$ cat src/rtl/core/sstf_pkg.sv
// ----------------------------------------------------------------------------
// sstf_pkg
// Shared constants and types for the shortest-seek-time-first scheduler.
// ----------------------------------------------------------------------------
package sstf_pkg;

    localparam int MAX_REQUESTS = 32;
    localparam int CYL_BITS     = 16;
    localparam int SUM_BITS     = 21;
    localparam int IDX_BITS     = (MAX_REQUESTS > 1) ? $clog2(MAX_REQUESTS) : 1;
    localparam int CNT_BITS     = $clog2(MAX_REQUESTS + 1);

    localparam logic [SUM_BITS-1:0] SUM_MAX  = {SUM_BITS{1'b1}};
    localparam logic [CYL_BITS-1:0] DISK_RST = {CYL_BITS{1'b1}};

    typedef logic [CYL_BITS-1:0] cyl_t;
    typedef logic [CYL_BITS:0]   cylx_t;
    typedef logic [SUM_BITS-1:0] sum_t;
    typedef logic [SUM_BITS:0]   sumx_t;
    typedef logic [IDX_BITS-1:0] idx_t;
    typedef logic [CNT_BITS-1:0] cnt_t;

    typedef enum logic [1:0] {
        ST_IDLE,
        ST_SCAN,
        ST_SELECT,
        ST_WAIT
    } state_t;

endpackage

$ cat src/rtl/core/sstf_ram.sv
// ----------------------------------------------------------------------------
// sstf_ram
// Generic single-write, single-read RAM with registered read data.
// ----------------------------------------------------------------------------
module sstf_ram #(
    parameter int WIDTH = 16,
    parameter int DEPTH = 32
) (
    input  logic                                         clk,
    input  logic                                         we,
    input  logic [((DEPTH > 1) ? $clog2(DEPTH) : 1)-1:0] waddr,
    input  logic [WIDTH-1:0]                             wdata,
    input  logic [((DEPTH > 1) ? $clog2(DEPTH) : 1)-1:0] raddr,
    output logic [WIDTH-1:0]                             rdata
);

    logic [WIDTH-1:0] mem [DEPTH];

    always_ff @(posedge clk)
    begin
        if (we)
        begin
            mem[waddr] <= wdata;
        end
        rdata <= mem[raddr];
    end

endmodule

$ cat src/rtl/core/sstf_seek_scheduler.sv
// ----------------------------------------------------------------------------
// sstf_seek_scheduler
// Queues cylinder requests and serves them nearest-first from a head position.
// ----------------------------------------------------------------------------
// Load request: produces no result.
// Start request: head result in the cycle after acceptance; each further result
//   follows acceptance of the previous one after a scan of the table (one
//   table entry per cycle through the single RAM read port and one distance
//   compare unit), plus output stalls. No request is taken during a run.
// Reset: asynchronous; count, served flags and the dropped flag clear at once, no
//   clearing pass; the overflow output is not reset; disk_size returns to 65535.
module sstf_seek_scheduler (
    input  logic                          clk,
    input  logic                          rst_n,
    input  logic                          cfg_wr_en,
    input  logic [sstf_pkg::CYL_BITS-1:0] cfg_wr_data,
    input  logic                          in_valid,
    output logic                          in_stall,
    input  logic                          func,
    input  logic [sstf_pkg::CYL_BITS-1:0] cylinder,
    output logic                          out_valid,
    input  logic                          out_stall,
    output logic [sstf_pkg::CYL_BITS-1:0] position,
    output logic [sstf_pkg::SUM_BITS-1:0] total_distance,
    output logic                          last,
    output logic                          overflow
);

    sstf_pkg::state_t                  state_reg, state_next;
    sstf_pkg::cyl_t                    disk_size_reg, disk_size_next;
    sstf_pkg::cnt_t                    count_reg, count_next;
    sstf_pkg::cnt_t                    left_reg, left_next;
    sstf_pkg::cnt_t                    idx_reg, idx_next;
    logic [sstf_pkg::MAX_REQUESTS-1:0] served_reg, served_next;
    logic                              dropped_reg, dropped_next;
    logic                              found_reg, found_next;
    logic                              chk_valid_reg, chk_valid_next;
    sstf_pkg::idx_t                    chk_idx_reg, chk_idx_next;
    logic                              out_valid_reg, out_valid_next;

    sstf_pkg::cyl_t                    head_reg, head_next;
    sstf_pkg::sum_t                    sum_reg, sum_next;
    sstf_pkg::idx_t                    best_reg, best_next;
    sstf_pkg::cyl_t                    bestd_reg, bestd_next;
    sstf_pkg::cyl_t                    bestpos_reg, bestpos_next;
    sstf_pkg::cyl_t                    pos_reg, pos_next;
    sstf_pkg::sum_t                    tot_reg, tot_next;
    logic                              last_reg, last_next;
    logic                              ovf_reg, ovf_next;

    logic                              ram_we;
    sstf_pkg::idx_t                    ram_raddr;
    sstf_pkg::cyl_t                    ram_rdata;
    sstf_pkg::cyl_t                    seek_gap;
    sstf_pkg::sumx_t                   sum_add;
    logic                              in_acc;
    logic                              in_range;

    sstf_ram #(
        .WIDTH (sstf_pkg::CYL_BITS),
        .DEPTH (sstf_pkg::MAX_REQUESTS)
    ) u_store (
        .clk   (clk),
        .we    (ram_we),
        .waddr (count_reg[sstf_pkg::IDX_BITS-1:0]),
        .wdata (cylinder),
        .raddr (ram_raddr),
        .rdata (ram_rdata)
    );

    assign in_stall = (state_reg != sstf_pkg::ST_IDLE) || (out_valid_reg && func);
    assign in_acc   = in_valid && !in_stall;
    assign in_range = (sstf_pkg::cylx_t'(cylinder) + sstf_pkg::cylx_t'(1))
                      < sstf_pkg::cylx_t'(disk_size_reg);
    assign seek_gap = (head_reg >= ram_rdata) ? (head_reg - ram_rdata)
                                              : (ram_rdata - head_reg);
    assign sum_add  = sstf_pkg::sumx_t'(sum_reg) + sstf_pkg::sumx_t'(bestd_reg);

    assign out_valid      = out_valid_reg;
    assign position       = pos_reg;
    assign total_distance = tot_reg;
    assign last           = last_reg;
    assign overflow       = ovf_reg;

    always_comb
    begin
        state_next     = state_reg;
        disk_size_next = cfg_wr_en ? cfg_wr_data : disk_size_reg;
        count_next     = count_reg;
        left_next      = left_reg;
        idx_next       = idx_reg;
        served_next    = served_reg;
        dropped_next   = dropped_reg;
        found_next     = found_reg;
        chk_valid_next = 1'b0;
        chk_idx_next   = chk_idx_reg;
        out_valid_next = out_valid_reg && out_stall;
        head_next      = head_reg;
        sum_next       = sum_reg;
        best_next      = best_reg;
        bestd_next     = bestd_reg;
        bestpos_next   = bestpos_reg;
        pos_next       = pos_reg;
        tot_next       = tot_reg;
        last_next      = last_reg;
        ovf_next       = ovf_reg;
        ram_we         = 1'b0;
        ram_raddr      = idx_reg[sstf_pkg::IDX_BITS-1:0];

        // compare stage for the entry read last cycle
        if (chk_valid_reg && !served_reg[chk_idx_reg] && (!found_reg || seek_gap < bestd_reg))
        begin
            found_next   = 1'b1;
            best_next    = chk_idx_reg;
            bestd_next   = seek_gap;
            bestpos_next = ram_rdata;
        end

        case (state_reg)
            sstf_pkg::ST_IDLE:
            begin
                if (in_acc && !func && in_range)
                begin
                    if (count_reg < sstf_pkg::cnt_t'(sstf_pkg::MAX_REQUESTS))
                    begin
                        ram_we     = 1'b1;
                        count_next = count_reg + sstf_pkg::cnt_t'(1);
                    end
                    else
                    begin
                        dropped_next = 1'b1;
                    end
                end
                else if (in_acc && func)
                begin
                    head_next      = cylinder;
                    sum_next       = '0;
                    left_next      = count_reg;
                    out_valid_next = 1'b1;
                    pos_next       = cylinder;
                    tot_next       = '0;
                    last_next      = (count_reg == '0);
                    ovf_next       = dropped_reg;
                    if (count_reg == '0)
                    begin
                        dropped_next = 1'b0;
                    end
                    else
                    begin
                        state_next = sstf_pkg::ST_WAIT;
                    end
                end
            end
            sstf_pkg::ST_WAIT:
            begin
                if (!out_valid_reg)
                begin
                    idx_next   = '0;
                    found_next = 1'b0;
                    state_next = sstf_pkg::ST_SCAN;
                end
            end
            sstf_pkg::ST_SCAN:
            begin
                if (idx_reg < count_reg)
                begin
                    chk_valid_next = 1'b1;
                    chk_idx_next   = idx_reg[sstf_pkg::IDX_BITS-1:0];
                    idx_next       = idx_reg + sstf_pkg::cnt_t'(1);
                end
                else if (!chk_valid_reg)
                begin
                    state_next = sstf_pkg::ST_SELECT;
                end
            end
            sstf_pkg::ST_SELECT:
            begin
                served_next[best_reg] = 1'b1;
                sum_next       = sum_add[sstf_pkg::SUM_BITS] ? sstf_pkg::SUM_MAX
                                                             : sum_add[sstf_pkg::SUM_BITS-1:0];
                head_next      = bestpos_reg;
                left_next      = left_reg - sstf_pkg::cnt_t'(1);
                out_valid_next = 1'b1;
                pos_next       = bestpos_reg;
                tot_next       = sum_add[sstf_pkg::SUM_BITS] ? sstf_pkg::SUM_MAX
                                                             : sum_add[sstf_pkg::SUM_BITS-1:0];
                last_next      = (left_reg == sstf_pkg::cnt_t'(1));
                ovf_next       = dropped_reg;
                if (left_reg == sstf_pkg::cnt_t'(1))
                begin
                    count_next   = '0;
                    served_next  = '0;
                    dropped_next = 1'b0;
                    state_next   = sstf_pkg::ST_IDLE;
                end
                else
                begin
                    state_next = sstf_pkg::ST_WAIT;
                end
            end
            default:
            begin
                state_next = sstf_pkg::ST_IDLE;
            end
        endcase
    end

    always_ff @(posedge clk or negedge rst_n)
    begin
        if (!rst_n)
        begin
            state_reg     <= sstf_pkg::ST_IDLE;
            disk_size_reg <= sstf_pkg::DISK_RST;
            count_reg     <= '0;
            left_reg      <= '0;
            idx_reg       <= '0;
            served_reg    <= '0;
            dropped_reg   <= 1'b0;
            found_reg     <= 1'b0;
            chk_valid_reg <= 1'b0;
            chk_idx_reg   <= '0;
            out_valid_reg <= 1'b0;
        end
        else
        begin
            state_reg     <= state_next;
            disk_size_reg <= disk_size_next;
            count_reg     <= count_next;
            left_reg      <= left_next;
            idx_reg       <= idx_next;
            served_reg    <= served_next;
            dropped_reg   <= dropped_next;
            found_reg     <= found_next;
            chk_valid_reg <= chk_valid_next;
            chk_idx_reg   <= chk_idx_next;
            out_valid_reg <= out_valid_next;
        end
    end

    always_ff @(posedge clk)
    begin
        head_reg    <= head_next;
        sum_reg     <= sum_next;
        best_reg    <= best_next;
        bestd_reg   <= bestd_next;
        bestpos_reg <= bestpos_next;
        pos_reg     <= pos_next;
        tot_reg     <= tot_next;
        last_reg    <= last_next;
        ovf_reg     <= ovf_next;
    end

endmodule

$ cat config.mk
export PLATFORM = sky130hd
export DESIGN_NAME = sstf_seek_scheduler
export DESIGN_NICKNAME = d
export VERILOG_FILES = /design/src/rtl/core/sstf_pkg.sv /design/src/rtl/core/sstf_ram.sv /design/src/rtl/core/sstf_seek_scheduler.sv
export SDC_FILE = /design/constraint.sdc
export NUM_CORES = 1
export LEC_CHECK = 0
export ABC_AREA = 1
export BUFFER_PORTS_ARGS = -buffer_cell sky130_fd_sc_hd__buf_2
export CORE_MARGIN = 3
export CORE_UTILIZATION = 64
export CTS_CLUSTER_SIZE = 24
export DETAILED_ROUTE_END_ITERATION = 7
export PLACE_DENSITY = 0.81
export REMOVE_ABC_BUFFERS = 1
export SYNTH_ARGS = -nofsm -noshare
export SYNTH_HDL_FRONTEND = slang
export SYNTH_SLANG_ARGS = --single-unit
export TNS_END_PERCENT = 100
$ cat constraint.sdc
create_clock -name clk -period 11.1 [get_ports clk]
set_clock_uncertainty 0.2 [all_clocks]
set_input_delay 2.775 -clock clk [delete_from_list [all_inputs] [get_ports clk]]
set_output_delay 2.775 -clock clk [all_outputs]
set_load 0.01 [all_outputs]
# Word level (Yosys, flattened, before mapping)
# Memories as Yosys holds them, arrays and structs flattened. A register that Yosys moved wholly into a read port is not among the register bits.
# Index checks and enable logic that the tools add are counted.
[totals]
inputBits = 38
memories = 1
latchBits = 0
rom_bits = 0
word_cells = 134
ramBits = 512
regBits = 153
out_inout_bits = 41
[memory_table]
columns = ["memory", "depth", "width", "rd", "rd_clocked_by_memory_dff", "wr", "line_no", "rtl"]
rows = [
  ["u_store.mem", 32, 16, 1, 1, 1, "sstf_ram.sv:17", "logic [WIDTH-1:0] mem [DEPTH];"],
]
[classes]
n_mul = 0
shift = 0
muxes = 56
order_cmp = 8
n_eq_ne = 17
bitwise = 1
n_reduce_logical = 26
addsub = 7
div = 0
[ops]
columns = ["op", "n"]
rows = [
  ["$mux 21", 3],
  ["$mux 16", 3],
  ["$mux 6", 7],
  ["$pmux 21 s2", 1],
  ["$pmux 6 s2", 3],
  ["$mux 32", 1],
  ["$or 32x32->32", 1],
  ["$pmux 16 s2", 1],
  ["$sub 16x16->16", 2],
  ["$mux 1", 23],
  ["$add 21x16->22", 1],
  ["$ne 2x2->1 const B", 10],
  ["$add 16x1->17 const B", 1],
  ["$lt 17x16->1", 1],
  ["$ge 16x16->1", 1],
  ["$lt 16x16->1", 1],
  ["$mux 2", 7],
  ["$add 6x1->6 const B", 2],
  ["$lt 5x6->1 const B", 2],
  ["$logic_and 1x1->1", 9],
  ["$ne 3x3->1 const B", 3],
  ["$pmux 1 s2", 4],
  ["$pmux 2 s4", 1],
  ["$eq 6x1->1 const B", 1],
  ["18 further kinds", 26],
]

# Longest topological paths before layout
# Gate-level depths: netlist of the first run.
[logic_depth]
depth_word = 10
mapped_depth = 24

# By module
# From an unflattened synthesis of the first run, not the netlist that was laid out.
[unflattened]
hier_cells = 3113
area_unflattened_um2 = 31828.0
[by_module_without_submodules]
columns = ["module", "area_each_um2", "cells_each", "instances"]
rows = [
  ["sstf_ram", 21301.7, 1794, 1],
  ["sstf_seek_scheduler", 10526.3, 1319, 1],
]

# Least setup slack after synthesis of the first run
# OpenSTA, ideal clock, no wires.
[synth_timing]
path_type = "in2reg"
start = "input port cylinder[0] (netlist bit)"
end = "memory u_store.mem[28][0], enable pin"
slack_ns = 4.576
setup_ns = 0.409
arrival_time_ns = 5.914
cell_stages = 16
path_cell_list = "ha_1 -> nand2_1 -> nor2_2 -> nand3_2 -> nor3_1 -> nand3_1 -> xor2_1 -> ha_1 -> nand2_1 -> nand2_1 -> nand2_1 -> nand3_2 -> nor2_4 -> nand4_4 -> buf_6 -> nor3_1"
[synth_between]
elab_chain_len = 7
[synth_rtl]
columns = ["element", "line_no", "rtl"]
rows = [
  ["start, declared", "sstf_seek_scheduler.sv:20", "input logic [sstf_pkg::CYL_BITS-1:0] cylinder,"],
  ["$add 16x1->17", "sstf_seek_scheduler.sv:73", "assign in_range = (sstf_pkg::cylx_t'(cylinder) + sstf_pkg::cylx_t'(1))"],
  ["$lt 17x16->1", "sstf_seek_scheduler.sv:74", "< sstf_pkg::cylx_t'(disk_size_reg);"],
  ["$logic_and 1x1->1", "sstf_seek_scheduler.sv:122", "if (in_acc && !func && in_range)"],
  ["$mux 1", "sstf_seek_scheduler.sv:122", ""],
  ["$mux 1", "sstf_seek_scheduler.sv:119", "case (state_reg)"],
  ["$mux 1", "sstf_ram.sv:21", "if (we)"],
  ["$mux 1 (implied by the code)", "sstf_ram.sv:23", "mem[waddr] <= wdata;"],
  ["end, declared", "sstf_ram.sv:17", ""],
]
# No other way between the ends.

# Worst setup path after layout of the first run
[layout_timing]
start = "input port cylinder[0] (netlist bit)"
end = "memory u_store.mem[11][13], enable pin"
# Same word-level chain as after synthesis.

==> results.md, run 1 <==
- Outcome: completed
- Final setup violation count: 0
- Fin crit period: 7.63 ns
- Post-CTS sizing: 0
- H-tree Lvls: 3
- WL/cell: 22.2 um
- Simple-Gate Fraction of Synth Area: between 10% and 20%
- Critical path class: input pin to flop
- Post-CTS setup buffers: 0
- Layout fillers: around 3,300
- Synth async-reset ratio: a little under an eighth
- Largest register FFs: slightly above 500
- Hold Path Depth: 0
- CP peak stage delay: between 1 and 1.5 ns
- Syn avg cell area: around 11 sq um
- Leak: about 13 nW
- FF+latch count, synth: 681
- Crit path buffers/inverters: 1
- Row cnt: 80
- Max FO, Critical Path: 36
- Largest family of logic cells by synthesized area: simple AND/OR/NAND/NOR gates
- Min-delay src: dropped_reg
- Hold WS: roughly 0.26 ns
- Vias/cell: approximately 6.2
- Ys flop type: edfxtp_1
- CP endpoint kind: flop
- Area grow syn2layout: 10.0%
- Crit path top cell by count: nand2_1
- Power density over the cells: approximately 240 mW/mm^2
- Clk buf depth: 3
- Worst reg2reg endpoint: bestd_reg[10]
- Top-area cell type share of the netlist area: between 50 and 60%
- Pin count of the biggest net entering global routing: 117
- Residual DRC: 0
- Grt total ovfl: 0
- RSZ-0062 raised after global routing: false
- Ant. Diodes: 0
- R2R cell count: 22
- Initial Utilization: 65.2%
- Die Wd: approximately 230 um
- Port-buffer cells: 78
- Clock slew at the register clock pins of the worst setup and hold paths: 0.06 ns
- Crit path required time: about 11 ns
- Startpoint types: input pin
- Post-route cell area: ~0.034 sq mm
- Most area-consuming cells after synthesis: edfxtp_1 57%, nand2_1 5.6%, o21ai_0 5.3%
- Fmax: 0.131 GHz
- FF-to-FF setup slack: 6.18 ns
- Critical Path AT: around 7.6 ns
- CTS tree: yes
- Hold endpoint: overflow
- Drt total wl: about 81,000 um
- Mapped cell area: 0.0312 sq mm
- Fin crit share: between 60 and 70%
- Via count: ~23,000
- Min-delay worst type: flop to flop
- Root Driver: clkbuf_16
- Post-synthesis mux area share: 0.0360%
- Total Routing Usage GR: a little under a third
- Core Box Area: ~0.048 sq mm
- First-pass GRT wire length: around 120,000 um
- Slowest CP cell: nor3_2
- Initial DRC Count: between 2,000 and 3,000
- Yosys top cell by area: edfxtp_1
- Post-synth EDFFs: 588
- Max VDD drop: 0.170 mV
- Final hold violations: 0
- Delay-heaviest family, CP: simple AND/OR/NAND/NOR gates
- Die footprint: between 0.05 and 0.06 sq mm
- Critical Path, Cell by Cell: buf_2, ha_1, nand2_1, nor2_2, nand3_2, nor3_1, nand3_1, xor2_1, ha_1, nand2_1, nand2_1, nand2_1, nand3_2, nor2_4, nand4_4, nor3_2
- Final slew viol count: 0
- Pre-antenna DRT Iters: 6
- # hold bufs at CTS: 0
- Synth Instances: ~3,000
- Synth Area in Compound Gates: 11.0%
- Post-Synth XOR/XNOR Area: 1.29%
- Die height: ~230 um
- I/O Pins: 79
- Vias in the first global route: ~22,000
- Share of cells above drive strength 1: between 10% and 20%
- Measured slew at the worst slew-check pin: roughly 1.4 ns
- Worst r2r src: position[0]
- Seq/Total Area, Yosys: 63.8%
- Syn. warnings: 0
- Number of clock sinks: slightly below 700
- Setup TNS: 0 ns
- Post-DRT Antenna Nets: 0
- Clk_lat worst skew: around 0.61 ns
- MaxCap Viol Count: 0
- TritonCTS Buffers: 70
- DP HPWL: around 52,000 um
- GP Congestion: 0.939
- Worst rel slew slack: 5.28%
- Nets: between 3,000 and 4,000
- Synth Area in Adders: between 3 and 4%
- Count of unique library cells instantiated by Yosys: 50
- Placed Area: roughly 0.032 sq mm
- Initial antenna violation count: 1
[final cells by class]
type | instances | area, sq um | area share [%]
flip-flops and latches | 681 | 19900 | 58.0
inverters | 286 | 1080 | 3.14
well taps | 615 | 769 | 2.24
clock inverters | 34 | 338 | 0.983
repair buffers | 109 | 626 | 1.82
clock buffers | 88 | 1880 | 5.47
multi-input cells | 1842 | 9750 | 28.4
[synthesized netlist by cell type, types with 37 or more instances]
library cell and number:
clkbuf_1 77, xor2_1 37, edfxtp_1 588, nor2_1 395, inv_1 272, nor3_1 49
ha_1 90, o211ai_1 62, nand3_1 106, a21oi_1 84, nand2_1 470, dfrtp_1 61
o22ai_1 64, o21ai_0 329
[cell families after synthesis]
| kind of cell | Yosys count |
|---|---|
| AO/OA/AOI/OAI | 613 |
| buffers and inverters | 417 |
| flip-flops | 681 |
| multiplexers | 1 |
| AND/OR/NAND/NOR | 1089 |
| adder cells (fa/ha/maj) | 93 |
| XOR/XNOR | 46 |
[metal layers]
layer  routed length [um]  track usage (%)  share of wire [%]
met5                   13                0              0.016
met4                 4250             15.8                5.2
met3                 7250             5.46                9.0
met2                39700             53.4                 49
met1                29800             39.6                 37
[where the power goes]
part	internal, W	switching [W]	total (W)
combinational	0.000839	0.00187	0.00271
sequential	0.00304	0.000169	0.00321
clock	0.00132	0.000964	0.00229
total	0.00520	0.00300	0.00820
[how the worst max path moves through the flow]
stage / startpoint / to / slack (ns) / depth (start not counted)
after floorplan: idx_reg[0] / idx_reg[1] / 2.80 / 10
after global placement: cylinder[0] / u_store.mem[11][13] / 3.18 / 16
after detailed placement: cylinder[1] / u_store.mem[11][15] / 3.02 / 16
after CTS: cylinder[1] / u_store.mem[11][13] / 3.61 / 16
after global routing: cylinder[0] / u_store.mem[11][7] / 3.30 / 16
final: cylinder[0] / u_store.mem[11][13] / 3.47 / 16
[placed cells by master (no fill, tap or decap), types with 8 or more instances in the layout]
| cell type | synthesis | layout |
|---|---|---|
| clkbuf_1 | 77 | 13 |
| nand2_2 | 9 | 9 |
| dfxtp_1 | 16 | 16 |
| xor2_1 | 37 | 37 |
| nor3_2 | 3 | 35 |
| dfrtp_1 | 61 | 58 |
| nand4_1 | 33 | 33 |
| buf_2 | 33 | 77 |
| clkinv_2 | 0 | 10 |
| xnor2_1 | 9 | 9 |
| clkinv_1 | 9 | 19 |
| o211ai_1 | 62 | 62 |
| a31oi_1 | 8 | 8 |
| o21ai_0 | 329 | 329 |
| nor2_1 | 395 | 393 |
| o21ai_1 | 31 | 31 |
| clkbuf_16 | 0 | 71 |
| edfxtp_1 | 588 | 588 |
| nand2_1 | 470 | 470 |
| a21oi_1 | 84 | 84 |
| buf_4 | 3 | 32 |
| o22ai_1 | 64 | 64 |
| nor3_1 | 49 | 17 |
| ha_1 | 90 | 90 |
| o221ai_1 | 12 | 12 |
| inv_1 | 272 | 272 |
| nand3_1 | 106 | 106 |
| dfstp_2 | 16 | 16 |
[stage by stage]
step | total power, W | worst slack [ns] | util [%] | std cells
floorplan | 0.00505 | 2.80 | - | 2809
global route | 0.00865 | 3.30 | 71.7 | 3655
detailed placement | 0.00592 | 3.02 | 67.1 | 3533
global placement | 0.00584 | 3.18 | 67.1 | 3533
finish | 0.00820 | 3.47 | 71.7 | 3655
CTS | 0.00818 | 3.61 | 71.7 | 3655
(Power assumes the default switching activity.)
==> inputs of run 2 (changes only) <==
--- a/config.mk
+++ b/config.mk
@@ -8,10 +8,10 @@
 export ABC_AREA = 1
 export BUFFER_PORTS_ARGS = -buffer_cell sky130_fd_sc_hd__buf_2
 export CORE_MARGIN = 3
-export CORE_UTILIZATION = 64
+export CORE_UTILIZATION = 57
 export CTS_CLUSTER_SIZE = 24
 export DETAILED_ROUTE_END_ITERATION = 7
-export PLACE_DENSITY = 0.81
+export PLACE_DENSITY = 0.77
 export REMOVE_ABC_BUFFERS = 1
 export SYNTH_ARGS = -nofsm -noshare
 export SYNTH_HDL_FRONTEND = slang
==> constraint.sdc (replaced) <==
create_clock -name clk -period 6.8 [get_ports clk]
set_clock_uncertainty 0.2 [all_clocks]
set_input_delay 1.7 -clock clk [delete_from_list [all_inputs] [get_ports clk]]
set_output_delay 1.7 -clock clk [all_outputs]
set_load 0.01 [all_outputs]
==> run 2 against run 1 <==
Clock power rose by 74%. Flip-flop and latch count did not move. Largest cell class unchanged. Sequential power increased by 63%. Non-clock buffer count up 35. Routed wire length grew 3.6%. Die area up 12%. Worst hold slack worse by 0.016 ns. Critical endpoint is now u_store.mem[15][10]. Utilization shrank 7.1 points. Global-route usage decreased by 2.4 points. Largest power group unchanged. Cell area up 1.6%. Combinational power is 64% higher. Critical path depth is 4 higher.
==> results.md, run 2 (synthesis gave the netlist of run 1 again) <==
- Number of clock sinks: between 600 and 700
- Share of cells above drive strength 1: around 11%
- Post-DRT Antenna Nets: 0
- Total Routing Usage GR: a little under 30%
- Met1 Use GR: a little under two fifths
- Most frequent cells in the layout: 588 x edfxtp_1, 470 x nand2_1, 393 x nor2_1
- Max FO, Critical Path: 28
- Pin count of the biggest net entering global routing: 133
- Met2 Resource Use GR: between 40% and 50%
- Initial antenna violation count: 3
- Share of power burned in registers: a little under two fifths
- Worst rel slew slack: between 20% and 30%
- Clk buf depth: 3
- Hold WS: roughly 0.24 ns
- Clock Power Share: slightly below 30%
- Initial Utilization: 57.8%
- Fmax: 0.186 GHz
- Nets: ~3,200
- I/O Pins: slightly below 80
- Measured slew at the worst slew-check pin: 1.12 ns
- Switching Share: between 30% and 40%
- Drt total wl: 83,900 um
- Die height: 240 um
- Vias/cell: around 6
- Post-CTS setup buffers: 0
- Root Driver: clkbuf_16
- Switching pwr: ~0.0049 W
- Leak: 13.5 nW
- CTS tree: yes
- Met3 Use GR: roughly 4.5%
- Final slew viol count: 0
- Fin crit period: between 5 and 6 ns
- Clock slew at the register clock pins of the worst setup and hold paths: 0.06 ns
- Most common cell after layout, fill and taps aside: edfxtp_1
- First-pass GRT wire length: around 130,000 um
- Max VDD drop: between 0.2 and 0.3 mV
- Fin crit share: ~80%
- Total Power: 0.0137 W
- Critical path class: input pin to flop
- Die footprint: between 0.05 and 0.06 sq mm
- Setup WS pre-CTS: around 0.92 ns
- Die Wd: between 200 and 250 um
- Grt total ovfl: 0
- Critical Path AT: ~5.5 ns
- Port-buffer cells: between 70 and 80
- Hold Path Depth: 0
- # hold bufs at CTS: 0
- Final hold violations: 0
- Residual DRC: 0
- CP endpoint kind: flop
- Clk_lat worst skew: 0.61 ns
- Min-delay worst type: flop to flop
- MaxCap Viol Count: 0
- Core Box Area: 0.0540 sq mm
- WL/cell: 22.2 um
- Area grow syn2layout: 11.8%
- Pre-antenna DRT Iters: 6
- DP HPWL: between 50,000 and 60,000 um
- Internal: 0.00873 W
- H-tree Lvls: 3
- Outcome: completed
- R2R cell count: 20
- TritonCTS Buffers: 70
- Via count: approximately 23,000
- Vias in the first global route: approximately 22,000
- Final core utilization: between 60 and 70%
- Initial DRC Count: ~2,800
- RSZ-0062 raised after global routing: false
- Row cnt: 85
- GP Congestion: around 0.94
- Combinational fraction of design power: ~33%
- Gr busiest metal: met2
- Final setup violation count: 0
- Post-CTS sizing: 0
- Crit path required time: around 6.9 ns
- Largest register FFs: around 500
- Startpoint types: input pin
- Final worst slack: between 1 and 1.5 ns
- Power density over the cells: just under 400 mW/mm^2
[run 2: cell count changes in the layout (fill, tap and decap cells not counted), moves of 2 or more]
cell / delta
clkinv_1: -3
clkinv_4: -2
clkinv_2: +2
inv_6: +3
clkbuf_16: +2
buf_4: +34
bufinv_16: +5
[run 2: per-layer routing]
layer  vias to the layer above  part of all wire (%)
li1                      10400                     -
met1                     10900                    38
met2                      1223                    49
met3                       220                   8.8
met4                         0                   4.7
met5                         -                     0
[run 2: metrics by stage]
stage,instances,instance area [sq um],setup TNS [ns]
after floorplan,2809,30600,-38.89
after global routing,3776,34900,0
after global placement,3649,32500,0
final,3777,34900,0
after detailed placement,3649,32500,0
after CTS,3776,34900,0
[run 2: path summary, 6_finish.rpt]
kind / slack, ns / endpoint / from
min in group asynchronous: 1.04 / served_reg[31] / rst_n
max reg2reg: 1.92 / bestpos_reg[11] / position[0]
min: 0.24 / bestpos_reg[15] / u_store.rdata[15]
max in group asynchronous: 4.64 / idx_reg[0] / rst_n
min reg2reg: 0.24 / bestpos_reg[15] / u_store.rdata[15]
max: 1.43 / u_store.mem[15][10] / cylinder[1]
[run 2: power by group through the flow]
stage | sequential [W] | combinational (W) | clock (W)
6_report | 0.00524 | 0.00445 | 0.00398
3_3_place_gp | 0.00531 | 0.00425 | 0
5_1_grt | 0.00528 | 0.00499 | 0.00419
3_5_place_dp | 0.00533 | 0.00437 | 0
4_1_cts | 0.00524 | 0.00441 | 0.00403
2_1_floorplan | 0.00536 | 0.00288 | 0
[run 2: final cells by class]
class	count	area, sq um
flip-flops and latches	681	19900
fillers	4025	19100
multi-input cells	1842	9750
clock buffers	89	1930
inverters	286	1080
repair buffers	144	901
well taps	696	871
clock inverters	38	457
diodes	1	2.50
[run 2: worst max-delay path, cell delays in order]
cell and delay, ns:
buf_2 0.19, buf_4 0.36, nand3_1 0.19, nor3_2 0.23
nand3_1 0.19, nor2_1 0.18, nand2_1 0.11, o21bai_1 0.18
nand2_1 0.08, inv_1 0.06, ha_1 0.21, nand2_1 0.07
inv_1 0.04, nand2_1 0.05, a21oi_1 0.08, nor2_4 0.12
nand4_4 0.26, buf_4 0.37, nor3_2 0.42, buf_4 0.30
